==> src/bfip_pkg.sv <==
// ----------------------------------------------------------------------------
// bfip_pkg
// Types, constants and helpers shared by the bloom filter insert/probe engine.
// ----------------------------------------------------------------------------
package bfip_pkg;

   localparam int unsigned STORE_BITS_DEFAULT = 65536;
   localparam int unsigned MAX_HASHES_DEFAULT = 32;

   localparam int M_W    = 17;   // bit count register width
   localparam int K_W    = 6;    // hash count register width
   localparam int KB_W   = 4;    // key byte count width
   localparam int IDX_W  = 13;   // byte index width
   localparam int CSR_W  = 2;    // config index width
   localparam int KEY_MAX_BYTES = 8;
   localparam int MIN_BITS      = 8;

   localparam logic [63:0] FNV_BASIS   = 64'hCBF29CE484222325;
   localparam logic [63:0] FNV_PRIME_L = 64'h00000000000001B3;  // prime = 2^40 + this
   localparam int          FNV_PRIME_SHIFT = 40;
   localparam logic [63:0] SEED_SALT   = 64'h9E3779B97F4A7C15;

   localparam int DIV_BITS_PER_CYCLE = 4;
   localparam int DIV_STEPS = 64 / DIV_BITS_PER_CYCLE;
   localparam int DIV_CNT_W = $clog2(DIV_STEPS);

   localparam int QDEPTH = 2;
   localparam int QCNT_W = $clog2(QDEPTH + 1);

   localparam logic [CSR_W-1:0] CSR_BIT_COUNT  = 2'd0;
   localparam logic [CSR_W-1:0] CSR_HASH_COUNT = 2'd1;
   localparam logic [CSR_W-1:0] CSR_HASH_SEED  = 2'd2;

   localparam logic ANS_PROBE = 1'b0;
   localparam logic ANS_READ  = 1'b1;

   typedef enum logic [1:0] {
      CMD_INSERT = 2'd0,
      CMD_PROBE  = 2'd1,
      CMD_MERGE  = 2'd2,
      CMD_READ   = 2'd3
   } cmd_type;

   typedef struct packed {
      cmd_type          cmd;
      logic [63:0]      key;
      logic [KB_W-1:0]  key_bytes;
      logic [IDX_W-1:0] byte_index;
      logic [7:0]       byte_value;
   } req_type;

   typedef struct packed {
      logic       answer_kind;
      logic       maybe_present;
      logic [7:0] read_byte;
   } rsp_type;

   typedef struct packed {
      cmd_type          cmd;
      logic [63:0]      h1;
      logic [63:0]      h2;
      logic [IDX_W-1:0] byte_index;
      logic [7:0]       byte_value;
   } work_type;

   typedef enum logic [1:0] {
      F_IDLE,
      F_HASH,
      F_PUSH
   } front_state_type;

   typedef enum logic [2:0] {
      B_CLEAR,
      B_IDLE,
      B_DIV,
      B_HREAD,
      B_HUPD,
      B_BREAD,
      B_BUPD
   } back_state_type;

   // one fnv-1a round: xor the byte, multiply by 2^40 + 0x1b3
   function automatic logic [63:0] fnv_round(input logic [63:0] h, input logic [7:0] b);
      logic [63:0] x;
      x = h ^ {56'd0, b};
      return (x << FNV_PRIME_SHIFT) + (x * FNV_PRIME_L);
   endfunction

endpackage

==> src/bfip_front.sv <==
// ----------------------------------------------------------------------------
// bfip_front
// Accepts request beats and, for insert and probe, runs both seeded fnv-1a
// hashes, one key byte a cycle, then hands the classified work item to the queue.
// ----------------------------------------------------------------------------
module bfip_front import bfip_pkg::*; (
   input  logic        clock,
   input  logic        reset,
   input  logic        enable,
   input  logic [63:0] hash_seed,
   input  logic        req_valid,
   output logic        req_ready,
   input  req_type     req_data,
   output logic        push_valid,
   input  logic        push_ready,
   output work_type    push_data
);

   front_state_type  state_ff, state_in;
   logic [63:0]      key_ff, key_in;
   logic [63:0]      h1_ff, h1_in;
   logic [63:0]      h2_ff, h2_in;
   logic [KB_W-1:0]  cnt_ff, cnt_in;
   cmd_type          cmd_ff, cmd_in;
   logic [IDX_W-1:0] idx_ff, idx_in;
   logic [7:0]       val_ff, val_in;
   logic [KB_W-1:0]  kb_eff;

   always_comb begin
      if (req_data.key_bytes == '0) begin
         kb_eff = KB_W'(1);
      end else if (req_data.key_bytes > KB_W'(KEY_MAX_BYTES)) begin
         kb_eff = KB_W'(KEY_MAX_BYTES);
      end else begin
         kb_eff = req_data.key_bytes;
      end
   end

   always_ff @(posedge clock) begin
      if (reset) begin
         state_ff <= F_IDLE;
      end else begin
         state_ff <= state_in;
      end
      key_ff <= key_in;
      h1_ff  <= h1_in;
      h2_ff  <= h2_in;
      cnt_ff <= cnt_in;
      cmd_ff <= cmd_in;
      idx_ff <= idx_in;
      val_ff <= val_in;
   end

   always_comb begin
      state_in   = state_ff;
      key_in     = key_ff;
      h1_in      = h1_ff;
      h2_in      = h2_ff;
      cnt_in     = cnt_ff;
      cmd_in     = cmd_ff;
      idx_in     = idx_ff;
      val_in     = val_ff;
      req_ready  = 1'b0;
      push_valid = 1'b0;
      unique case (state_ff)
         F_IDLE: begin
            req_ready = enable;
            if (enable && req_valid) begin
               key_in = req_data.key;
               cmd_in = req_data.cmd;
               idx_in = req_data.byte_index;
               val_in = req_data.byte_value;
               h1_in  = FNV_BASIS ^ hash_seed;
               h2_in  = FNV_BASIS ^ hash_seed ^ SEED_SALT;
               cnt_in = kb_eff;
               if (req_data.cmd == CMD_INSERT || req_data.cmd == CMD_PROBE) begin
                  state_in = F_HASH;
               end else begin
                  state_in = F_PUSH;
               end
            end
         end
         F_HASH: begin
            h1_in  = fnv_round(h1_ff, key_ff[7:0]);
            h2_in  = fnv_round(h2_ff, key_ff[7:0]);
            key_in = key_ff >> 8;
            cnt_in = cnt_ff - KB_W'(1);
            if (cnt_ff == KB_W'(1)) begin
               state_in = F_PUSH;
            end
         end
         F_PUSH: begin
            push_valid = 1'b1;
            if (push_ready) begin
               state_in = F_IDLE;
            end
         end
         default: begin
            state_in = F_IDLE;
         end
      endcase
   end

   always_comb begin
      push_data.cmd        = cmd_ff;
      push_data.h1         = h1_ff;
      push_data.h2         = h2_ff;
      push_data.byte_index = idx_ff;
      push_data.byte_value = val_ff;
   end

endmodule

==> config.mk <==
export PLATFORM = sky130hd
export DESIGN_NAME = bfip_front
export DESIGN_NICKNAME = d
export VERILOG_FILES = /design/src/bfip_pkg.sv /design/src/bfip_front.sv
export SDC_FILE = /design/constraint.sdc
export NUM_CORES = 2
export LEC_CHECK = 0
export BUFFER_PORTS_ARGS = -buffer_cell sky130_fd_sc_hd__buf_2
export CAP_MARGIN = 20
export CORE_ASPECT_RATIO = 1.1
export CORE_MARGIN = 5
export CORE_UTILIZATION = 60
export CTS_CLUSTER_DIAMETER = 60
export DETAILED_ROUTE_END_ITERATION = 8
export PLACE_DENSITY = 0.8
export SYNTH_ARGS = -nofsm -noshare
export SYNTH_HDL_FRONTEND = slang
export SYNTH_SLANG_ARGS = --single-unit
==> constraint.sdc <==
create_clock -name clock -period 15.5 [get_ports clock]
set_input_delay 3.875 -clock clock [delete_from_list [all_inputs] [get_ports clock]]
set_output_delay 3.875 -clock clock [all_outputs]
set_load 0.05 [all_outputs]
==> metrics.csv <==
metric;value;unit
avgSynthCellArea;9.36;um2
final_cell_mix;873 x inv_1, 420 x fa_1, 394 x ha_1;
nNetsFinal;4705;
fmax;120;MHz
syn_inst;3465;
grt_pass1_wl;142000;um
numPortBuffers;312;
vias;25000;
die_x;232;um
cts.path.max_buffers;3;
cp.required;11620;ps
path_cells;buf_2 -> nor3b_1 -> buf_2;
critPathLaunchType;input port;
cpMostUsedCell;buf_2;
synth_top_family_by_area;adder cells;
cts_tree;built;
seq_area_frac_synth;0.204;
synth_cell_type_count;68;
relSlewSlack;0.306;
grt_overflow;0;
ctsResizeCount;0;
status;finished clean;
end_kind;primary output;
die_h;254;um
finalHoldViolations;0;
drive_gt1_frac;0.104;
first_pass_iters;5;
syn_area;32400;um2
place_area;34700;um2
clk_latency;610;ps
dp_slack;7180;ps
ys_warn_count;0;
io_pins;313;
dp_hpwl;80000;um
synth_compound_area_frac;0.119;
grt_usage;0.314;
cts_buffers;30;
die_area;58800;um2
rsz0062_at_grt;false;
critical_path.slowest_cell;buf_2;
htree_levels;1;
mostFrequentLayoutCell;inv_1;
place_congestion;0.988;
stdcell_count;4483;
cts.sinks;221;
worst-setup-path-type;in2out;
synth_edf_count;219;
finalWirelength;92800;um
synthMuxAreaShare;0.00185;
maxCapViolations;0;
routed_via_density;5.57;
crit_arrival;4450;ps
start_util;0.605;
drcViolationCount;0;
synthXorXnorAreaFrac;0.0713;
drt_iter0_drc;1791;
hp-class;reg2reg;
async_reset_ff_frac;0;
post-place-cells;4427;
hold_buffers;0;
clkTransAtPathRegs;60;ps
cts-root-buf;clkbuf_16;
design_area;35800;um2
finalCritPeriodShare;0.537;
antenna_found_initial;6;
cpPeakStageDelay;300;ps
tightest_slew;1040;ps
ant_nets;0;
crit_fanout;3;
syn-num-nets;4439;
rows;89;
grt_pass1_vias;26300;
final_max_slew_viol_count;0;
fin_tns_setup;0;ps
grt_max_degree;82;
fin_skew;39.2;ps
yosys.area_share.simple;0.0813;
cts_setup_buffers;0;
wire_per_inst;20.7;um
fin_ws;7180;ps
synth_fa_ha_area_frac;0.411;
coreArea;53600;um2
area_growth;10.3;%
ys_ff_latch;221;
setup_viol;0;
synthFlopType;edfxtp_1;
period_needed;8320;ps
[final timing paths]
check / slack [ps] / depth (start not counted) / start / to
setup / recovery: 7180 / 3 / enable / req_ready
hold / removal: 510 / 2 / key_ff[16] / key_ff[8]
setup reg to reg: 8590 / 20 / key_ff[1] / h2_ff[63]
hold reg to reg: 510 / 2 / key_ff[16] / key_ff[8]
[layout make-up]
class | instances | area [um2]
fill | 4317 | 17800
sequential | 221 | 6620
clock buffer | 32 | 758
antenna | 1 | 2.50
inverter | 873 | 3280
timing repair buffer | 322 | 1640
tap | 728 | 911
clock inverter | 23 | 322
multi-input combinational | 2283 | 22200
[synth_stat cells (28+ instances only)]
cell,number,area share
nand3_1,31,0.0048
edfxtp_1,219,0.20
xor2_1,125,0.034
ha_1,394,0.15
inv_1,873,0.10
fa_1,420,0.26
a21o_1,119,0.028
nand2_1,353,0.041
o21bai_1,28,0.0065
clkbuf_1,86,0.010
nor2_1,75,0.0087
a21oi_1,139,0.021
a21boi_0,31,0.0072
o21ai_0,146,0.023
xnor2_1,139,0.038
[through the flow]
| step | util | hold WS [ps] |
|---|---|---|
| finish | 0.668 | 507 |
| global route | 0.668 | 532 |
| CTS | 0.668 | 508 |
| detailed placement | 0.647 | 492 |
| global placement | 0.647 | 488 |
| floorplan | - | 484 |
[routing by layer]
layer,up-vias,GRT usage,routed length [um]
met3,305,0.0575,6740
met5,-,0,24
met2,1023,0.556,45900
met1,12000,0.364,34000
met4,4,0.168,6040
li1,11600,-,-
[flip-flops by register name (all words and copies together), names as in the netlist]
register,flops
h1_ff,64
h2_ff,64
key_ff,64
idx_ff,13
val_ff,8
cnt_ff,4
cmd_ff,2
state_ff,2
[critical path: cells and delay by family]
family / cells / cell delay (ps)
buffers and inverters: 2 / 390
and+or+nand+nor: 1 / 180
[kinds of logic after synthesis]
kind of cell	after synthesis
AO/OA/AOI/OAI	600
XOR/XNOR	264
adder cells (fa/ha/maj)	814
buffers and inverters	961
flip-flops	221
multiplexers	6
AND/OR/NAND/NOR	599
Power is left out: the tool's default activity adds up to more than one toggle a clock period on the data nets, which glitch-free logic cannot reach.
