[config.mk]
export PLATFORM = sky130hd
export DESIGN_NAME = bfip_queue
export DESIGN_NICKNAME = d
export VERILOG_FILES = /design/src/bfip_pkg.sv /design/src/bfip_queue.sv
export SDC_FILE = /design/constraint.sdc
export NUM_CORES = 1
export LEC_CHECK = 0
export CAP_MARGIN = 20
export CORE_MARGIN = 2
export CORE_UTILIZATION = 25
export CTS_CLUSTER_SIZE = 16
export DETAILED_ROUTE_END_ITERATION = 16
export DONT_BUFFER_PORTS = 1
export HOLD_SLACK_MARGIN = 0.03
export PLACE_DENSITY = 0.41
export SYNTH_ARGS = -nofsm -noshare
export SYNTH_HDL_FRONTEND = slang
export SYNTH_SLANG_ARGS = --single-unit
[constraint.sdc]
create_clock -name clock -period 6.8 [get_ports clock]
set_clock_uncertainty 0.05 [all_clocks]
set_input_delay 1.36 -clock clock [delete_from_list [all_inputs] [get_ports clock]]
set_output_delay 1.36 -clock clock [all_outputs]
set_load 0.02 [all_outputs]
[src/bfip_pkg.sv]
// ----------------------------------------------------------------------------
// bfip_pkg
// Types, constants and helpers shared by the bloom filter insert/probe engine.
// ----------------------------------------------------------------------------
package bfip_pkg;

   localparam int unsigned STORE_BITS_DEFAULT = 65536;
   localparam int unsigned MAX_HASHES_DEFAULT = 32;

   localparam int M_W    = 17;   // bit count register width
   localparam int K_W    = 6;    // hash count register width
   localparam int KB_W   = 4;    // key byte count width
   localparam int IDX_W  = 13;   // byte index width
   localparam int CSR_W  = 2;    // config index width
   localparam int KEY_MAX_BYTES = 8;
   localparam int MIN_BITS      = 8;

   localparam logic [63:0] FNV_BASIS   = 64'hCBF29CE484222325;
   localparam logic [63:0] FNV_PRIME_L = 64'h00000000000001B3;  // prime = 2^40 + this
   localparam int          FNV_PRIME_SHIFT = 40;
   localparam logic [63:0] SEED_SALT   = 64'h9E3779B97F4A7C15;

   localparam int DIV_BITS_PER_CYCLE = 4;
   localparam int DIV_STEPS = 64 / DIV_BITS_PER_CYCLE;
   localparam int DIV_CNT_W = $clog2(DIV_STEPS);

   localparam int QDEPTH = 2;
   localparam int QCNT_W = $clog2(QDEPTH + 1);

   localparam logic [CSR_W-1:0] CSR_BIT_COUNT  = 2'd0;
   localparam logic [CSR_W-1:0] CSR_HASH_COUNT = 2'd1;
   localparam logic [CSR_W-1:0] CSR_HASH_SEED  = 2'd2;

   localparam logic ANS_PROBE = 1'b0;
   localparam logic ANS_READ  = 1'b1;

   typedef enum logic [1:0] {
      CMD_INSERT = 2'd0,
      CMD_PROBE  = 2'd1,
      CMD_MERGE  = 2'd2,
      CMD_READ   = 2'd3
   } cmd_type;

   typedef struct packed {
      cmd_type          cmd;
      logic [63:0]      key;
      logic [KB_W-1:0]  key_bytes;
      logic [IDX_W-1:0] byte_index;
      logic [7:0]       byte_value;
   } req_type;

   typedef struct packed {
      logic       answer_kind;
      logic       maybe_present;
      logic [7:0] read_byte;
   } rsp_type;

   typedef struct packed {
      cmd_type          cmd;
      logic [63:0]      h1;
      logic [63:0]      h2;
      logic [IDX_W-1:0] byte_index;
      logic [7:0]       byte_value;
   } work_type;

   typedef enum logic [1:0] {
      F_IDLE,
      F_HASH,
      F_PUSH
   } front_state_type;

   typedef enum logic [2:0] {
      B_CLEAR,
      B_IDLE,
      B_DIV,
      B_HREAD,
      B_HUPD,
      B_BREAD,
      B_BUPD
   } back_state_type;

   // one fnv-1a round: xor the byte, multiply by 2^40 + 0x1b3
   function automatic logic [63:0] fnv_round(input logic [63:0] h, input logic [7:0] b);
      logic [63:0] x;
      x = h ^ {56'd0, b};
      return (x << FNV_PRIME_SHIFT) + (x * FNV_PRIME_L);
   endfunction

endpackage

[src/bfip_queue.sv]
// ----------------------------------------------------------------------------
// bfip_queue
// Two-entry queue of work items between the hashing front and the store back.
// ----------------------------------------------------------------------------
module bfip_queue import bfip_pkg::*; (
   input  logic              clock,
   input  logic              reset,
   input  logic              push_valid,
   output logic              push_ready,
   input  work_type          push_data,
   output logic              pop_valid,
   input  logic              pop_ready,
   output work_type          pop_data,
   output logic [QCNT_W-1:0] count
);

   work_type            entry_ff [QDEPTH];
   logic                wr_ptr_ff, wr_ptr_in;
   logic                rd_ptr_ff, rd_ptr_in;
   logic [QCNT_W-1:0]   count_ff, count_in;
   logic                do_push, do_pop;

   assign push_ready = (count_ff != QCNT_W'(QDEPTH));
   assign pop_valid  = (count_ff != '0);
   assign do_push    = push_valid && push_ready;
   assign do_pop     = pop_valid && pop_ready;
   assign pop_data   = entry_ff[rd_ptr_ff];
   assign count      = count_ff;

   always_comb begin
      wr_ptr_in = do_push ? ~wr_ptr_ff : wr_ptr_ff;
      rd_ptr_in = do_pop ? ~rd_ptr_ff : rd_ptr_ff;
      count_in  = count_ff;
      if (do_push && !do_pop) begin
         count_in = count_ff + QCNT_W'(1);
      end else if (do_pop && !do_push) begin
         count_in = count_ff - QCNT_W'(1);
      end
   end

   always_ff @(posedge clock) begin
      if (reset) begin
         wr_ptr_ff <= 1'b0;
         rd_ptr_ff <= 1'b0;
         count_ff  <= '0;
      end else begin
         wr_ptr_ff <= wr_ptr_in;
         rd_ptr_ff <= rd_ptr_in;
         count_ff  <= count_in;
      end
      if (do_push) begin
         entry_ff[wr_ptr_ff] <= push_data;
      end
   end

endmodule

==> impl_summary.log <==
[metrics] Mapped Cells: 494
[metrics] total power draw: 5.34 mW
[metrics] multiplexer share of the synthesized area: 0.177
[metrics] maximum clock insertion buffer count: 3
[metrics] total CTS buffers: 34
[metrics] Starting DRT DRC Count: 221
[metrics] clock transition at the registers of the reported paths: 60 ps
[metrics] Worst Max-Slew Pin Slew: 1020 ps
[metrics] Final setup violation count: 0
[metrics] cell area after technology mapping: 11500 um^2
[metrics] Worst VDD drop: 251 uV
[metrics] Total Routing Usage GR: 0.0943
[metrics] post-detailed-routing wire length: 23.1 mm
[metrics] Post-CTS Setup Bufs: 0
[metrics] placer's final routability congestion estimate: 0.726
[metrics] critical path, cell by cell: buf_4, mux2_2
[metrics] met2 layer usage reported by global route: 0.151
[metrics] crit path time final: 3730 ps
[metrics] wire length of the first global-routing pass: 32.9 mm
[metrics] sequential element share of the synthesized area: 0.798
[metrics] upper clock frequency limit: 268 MHz
[metrics] final cell count without fillers: 1141
[metrics] H-tree level count: 2
[metrics] number of distinct library cells after synthesis: 19
[metrics] number of buffers inserted by hold repair at cts: 0
[metrics] Hold Path Stages: 2
[metrics] setup slack of the worst register-to-register path: 3570 ps
[metrics] CTS tree: built
[metrics] layout filler cell count: 4402
[metrics] number of diodes: 0
[metrics] xor/xnor cell area share of the yosys netlist: 0.00229
[metrics] initial core utilization: 0.253
[metrics] Final ANT Viol Nets: 0
[metrics] layer with the highest usage after global routing: met2
[metrics] startpoint type of the worst setup path: flop
[metrics] path class of the lowest-slack min-delay path: flop to flop
[metrics] area used by multi-input combinational logic: 2160 um^2
[metrics] CTS root buffer: sky130_fd_sc_hd__clkbuf_16
[metrics] unrepaired setup endpoints after global routing: false
[metrics] largest cells by area after synthesis: sky130_fd_sc_hd__edfxtp_1 (79%), sky130_fd_sc_hd__mux2_4 (12%), sky130_fd_sc_hd__mux2_2 (6.0%)
[metrics] overall die area: 47700 um^2
[metrics] max-slew violation count: 0
[metrics] number of placed cells counting well taps: 1083
[metrics] Setup Crit Path Kind: flop to output port
[metrics] Syn Area/Cell: 23.2 um^2
[metrics] Crit path largest cell delay: 700 ps
[metrics] GR met1 Demand/Resource: 0.0972
[metrics] signed area change from the synthesized netlist to the final layout: 14.2%
[metrics] fraction of the mapped netlist area in adder cells: 0.00109
[metrics] area taken by flip-flops and latches: 9170 um^2
[metrics] Resized cells post-CTS: 0
[metrics] post-synthesis net count: 650
[metrics] total via count after detailed routing: 4602
[metrics] iteration count of the initial detailed-routing pass: 4
[metrics] synthesized flop and latch total: 307
[metrics] number of nets in the final layout: 675
[metrics] Final period util: 0.548
[metrics] combinational family with the most area after synthesis: multiplexers
[metrics] number of enable flip-flop cells after synthesis: 302
[metrics] die width: 218 um
[metrics] peak fanout along the critical path: 43
[metrics] top flip-flop cell by instance count after synthesis: sky130_fd_sc_hd__edfxtp_1
[metrics] Leak: 4.29 nW
[metrics] worst path bufs/invs: 1
[metrics] number of port buffers: 0
[metrics] Skew-Pair Late Insertion Delay: 520 ps
[metrics] commonest cells after routing, fill and taps aside: sky130_fd_sc_hd__edfxtp_1 (302), sky130_fd_sc_hd__mux2_4 (90), sky130_fd_sc_hd__mux2_2 (61), sky130_fd_sc_hd__clkbuf_16 (35), sky130_fd_sc_hd__clkinv_1 (10)
[metrics] slowest stage cell, crit path: sky130_fd_sc_hd__buf_4
[metrics] IO Pins: 310
[metrics] Ys Warns: 0
[metrics] number of placement rows: 78
[metrics] kind of cell with the highest combined delay on the critical path: buffers and inverters
[metrics] initial antenna violation count: 2
[metrics] required time worst endpoint: 5390 ps
[metrics] Via density: 4.03
[metrics] CP Capture Type: output port
[metrics] share of post-route cells with drive strength above 1: 0.372
[metrics] Pwr per Cell Area: 407 nW/um^2
[metrics] post-synth top area cell: sky130_fd_sc_hd__edfxtp_1
[metrics] startpoint of the lowest-slack hold path: rd_ptr_ff
[metrics] worst rel slew slack: 0.318
[metrics] fraction of met3 tracks used by global routing: 0.0572
[metrics] simple-gate share of the synthesized area: 0.00436
[metrics] fraction of registers with async set/reset: 0
[metrics] number of max-cap violations: 0
[metrics] compound-cell area share of the yosys netlist: 0.00261
[metrics] Worst Hold Endpoint: rd_ptr_ff
[metrics] worst endpoint data arrival time: 2320 ps
[metrics] endpoint of the worst-slack reg-to-reg timing path: entry_ff[0][17]
[metrics] total half-perimeter wirelength after legalization and detailed placement: 15.5 mm
[metrics] area of the placeable core: 45400 um^2
[metrics] utilization of the core after routing: 0.289
[metrics] die extent in y: 218 um
[metrics] remaining design rule violation count: 0
[metrics] length in cells of the worst reg-to-reg path: 4
[metrics] via count of the first global-routing pass: 5009
[metrics] fraction of synthesized cell area taken by the top area cell type: 0.790
[metrics] result of the run: finished, final reports clean
[metrics] leading cell type in the layout, fill and taps excluded: sky130_fd_sc_hd__edfxtp_1
[metrics] sum of negative setup slack: 0 ps
[metrics] clock tree sinks: 307
[metrics] Crit Reg-Reg Startpoint: count[0]
[metrics] pin count of the biggest net entering global routing: 99
[metrics] average wire length per cell after detail routing: 20.2 um
[metrics] overflow left after global routing: 0
[metrics] Fin. Hold Viols: 0
[final cells by class]
| type | instances | share of cell area |
|---|---|---|
| clock buffer | 44 | 0.0694 |
| clock inverter | 14 | 0.00487 |
| inverter | 1 | 0.000668 |
| multi-input combinational | 169 | 0.165 |
| sequential | 307 | 0.700 |
| tap | 600 | 0.0573 |
| timing repair buffer | 6 | 0.00344 |
[through the flow]
| step | cell area (um^2) | hold WS, ps | worst slack (ps) |
|---|---|---|---|
| 2_1_floorplan | 11500 | 422 | 1350 |
| 3_3_place_gp | 12100 | 440 | 3270 |
| 3_5_place_dp | 12100 | 457 | 3200 |
| 4_1_cts | 13100 | 469 | 2980 |
| 5_1_grt | 13100 | 517 | 2910 |
| 6_report | 13100 | 465 | 3070 |
[worst max-delay path by stage]
| stage | from | end | cells past startpoint | slack [ps] |
|---|---|---|---|---|
| floorplan | push_valid | entry_ff[1][0] | 1 | 1350 |
| global placement | push_valid | entry_ff[0][29] | 3 | 3270 |
| detailed placement | push_valid | entry_ff[0][10] | 3 | 3200 |
| CTS | flop | pop_data[17] | 2 | 2980 |
| global route | flop | pop_data[32] | 2 | 2910 |
| finish | flop | pop_data[23] | 2 | 3070 |
[power breakdown]
part / total (mW) / switching, mW / internal, mW
Combinational: 1.26 / 0.809 / 0.453
Sequential: 2.46 / 0.0888 / 2.37
Clock: 1.62 / 0.683 / 0.938
Total: 5.34 / 1.58 / 3.76
[state kept, by name (all words and copies together), names as in the netlist, named ones only]
name and count:
entry_ff 302, count 2, rd_ptr_ff 1, wr_ptr_ff 1
[cell usage after synthesis (2+ instances only)]
cell type and number:
sky130_fd_sc_hd__a21oi_1 2, sky130_fd_sc_hd__buf_2 6, sky130_fd_sc_hd__buf_6 11, sky130_fd_sc_hd__dfxtp_1 5, sky130_fd_sc_hd__edfxtp_1 302, sky130_fd_sc_hd__mux2_2 61, sky130_fd_sc_hd__mux2_4 90, sky130_fd_sc_hd__nor2_1 3
sky130_fd_sc_hd__o21ai_0 2, sky130_fd_sc_hd__xor2_1 3
[worst reg2reg max path: stages, from the launching register on]
cell,delay [ps]
sky130_fd_sc_hd__dfxtp_1,570
sky130_fd_sc_hd__nand2b_1,390
sky130_fd_sc_hd__nand3b_1,240
sky130_fd_sc_hd__inv_6,630
sky130_fd_sc_hd__buf_4,940
[routing by layer]
layer	up-vias	share of wire	wire, um
met5	-	0.0014	32
met4	4	0.034	794
met3	53	0.13	3040
met2	219	0.47	10900
met1	2313	0.36	8360
li1	2013	-	-
[cell families (layout without fill, tap and decap cells)]
kind of cell | after synthesis | in the layout
xor+xnor | 3 | 3
simple gates | 9 | 9
buf+inv | 18 | 65
fa+ha+maj | 1 | 1
mux | 151 | 151
flops | 307 | 307
compound gates | 5 | 5
(Power assumes the default switching activity.)
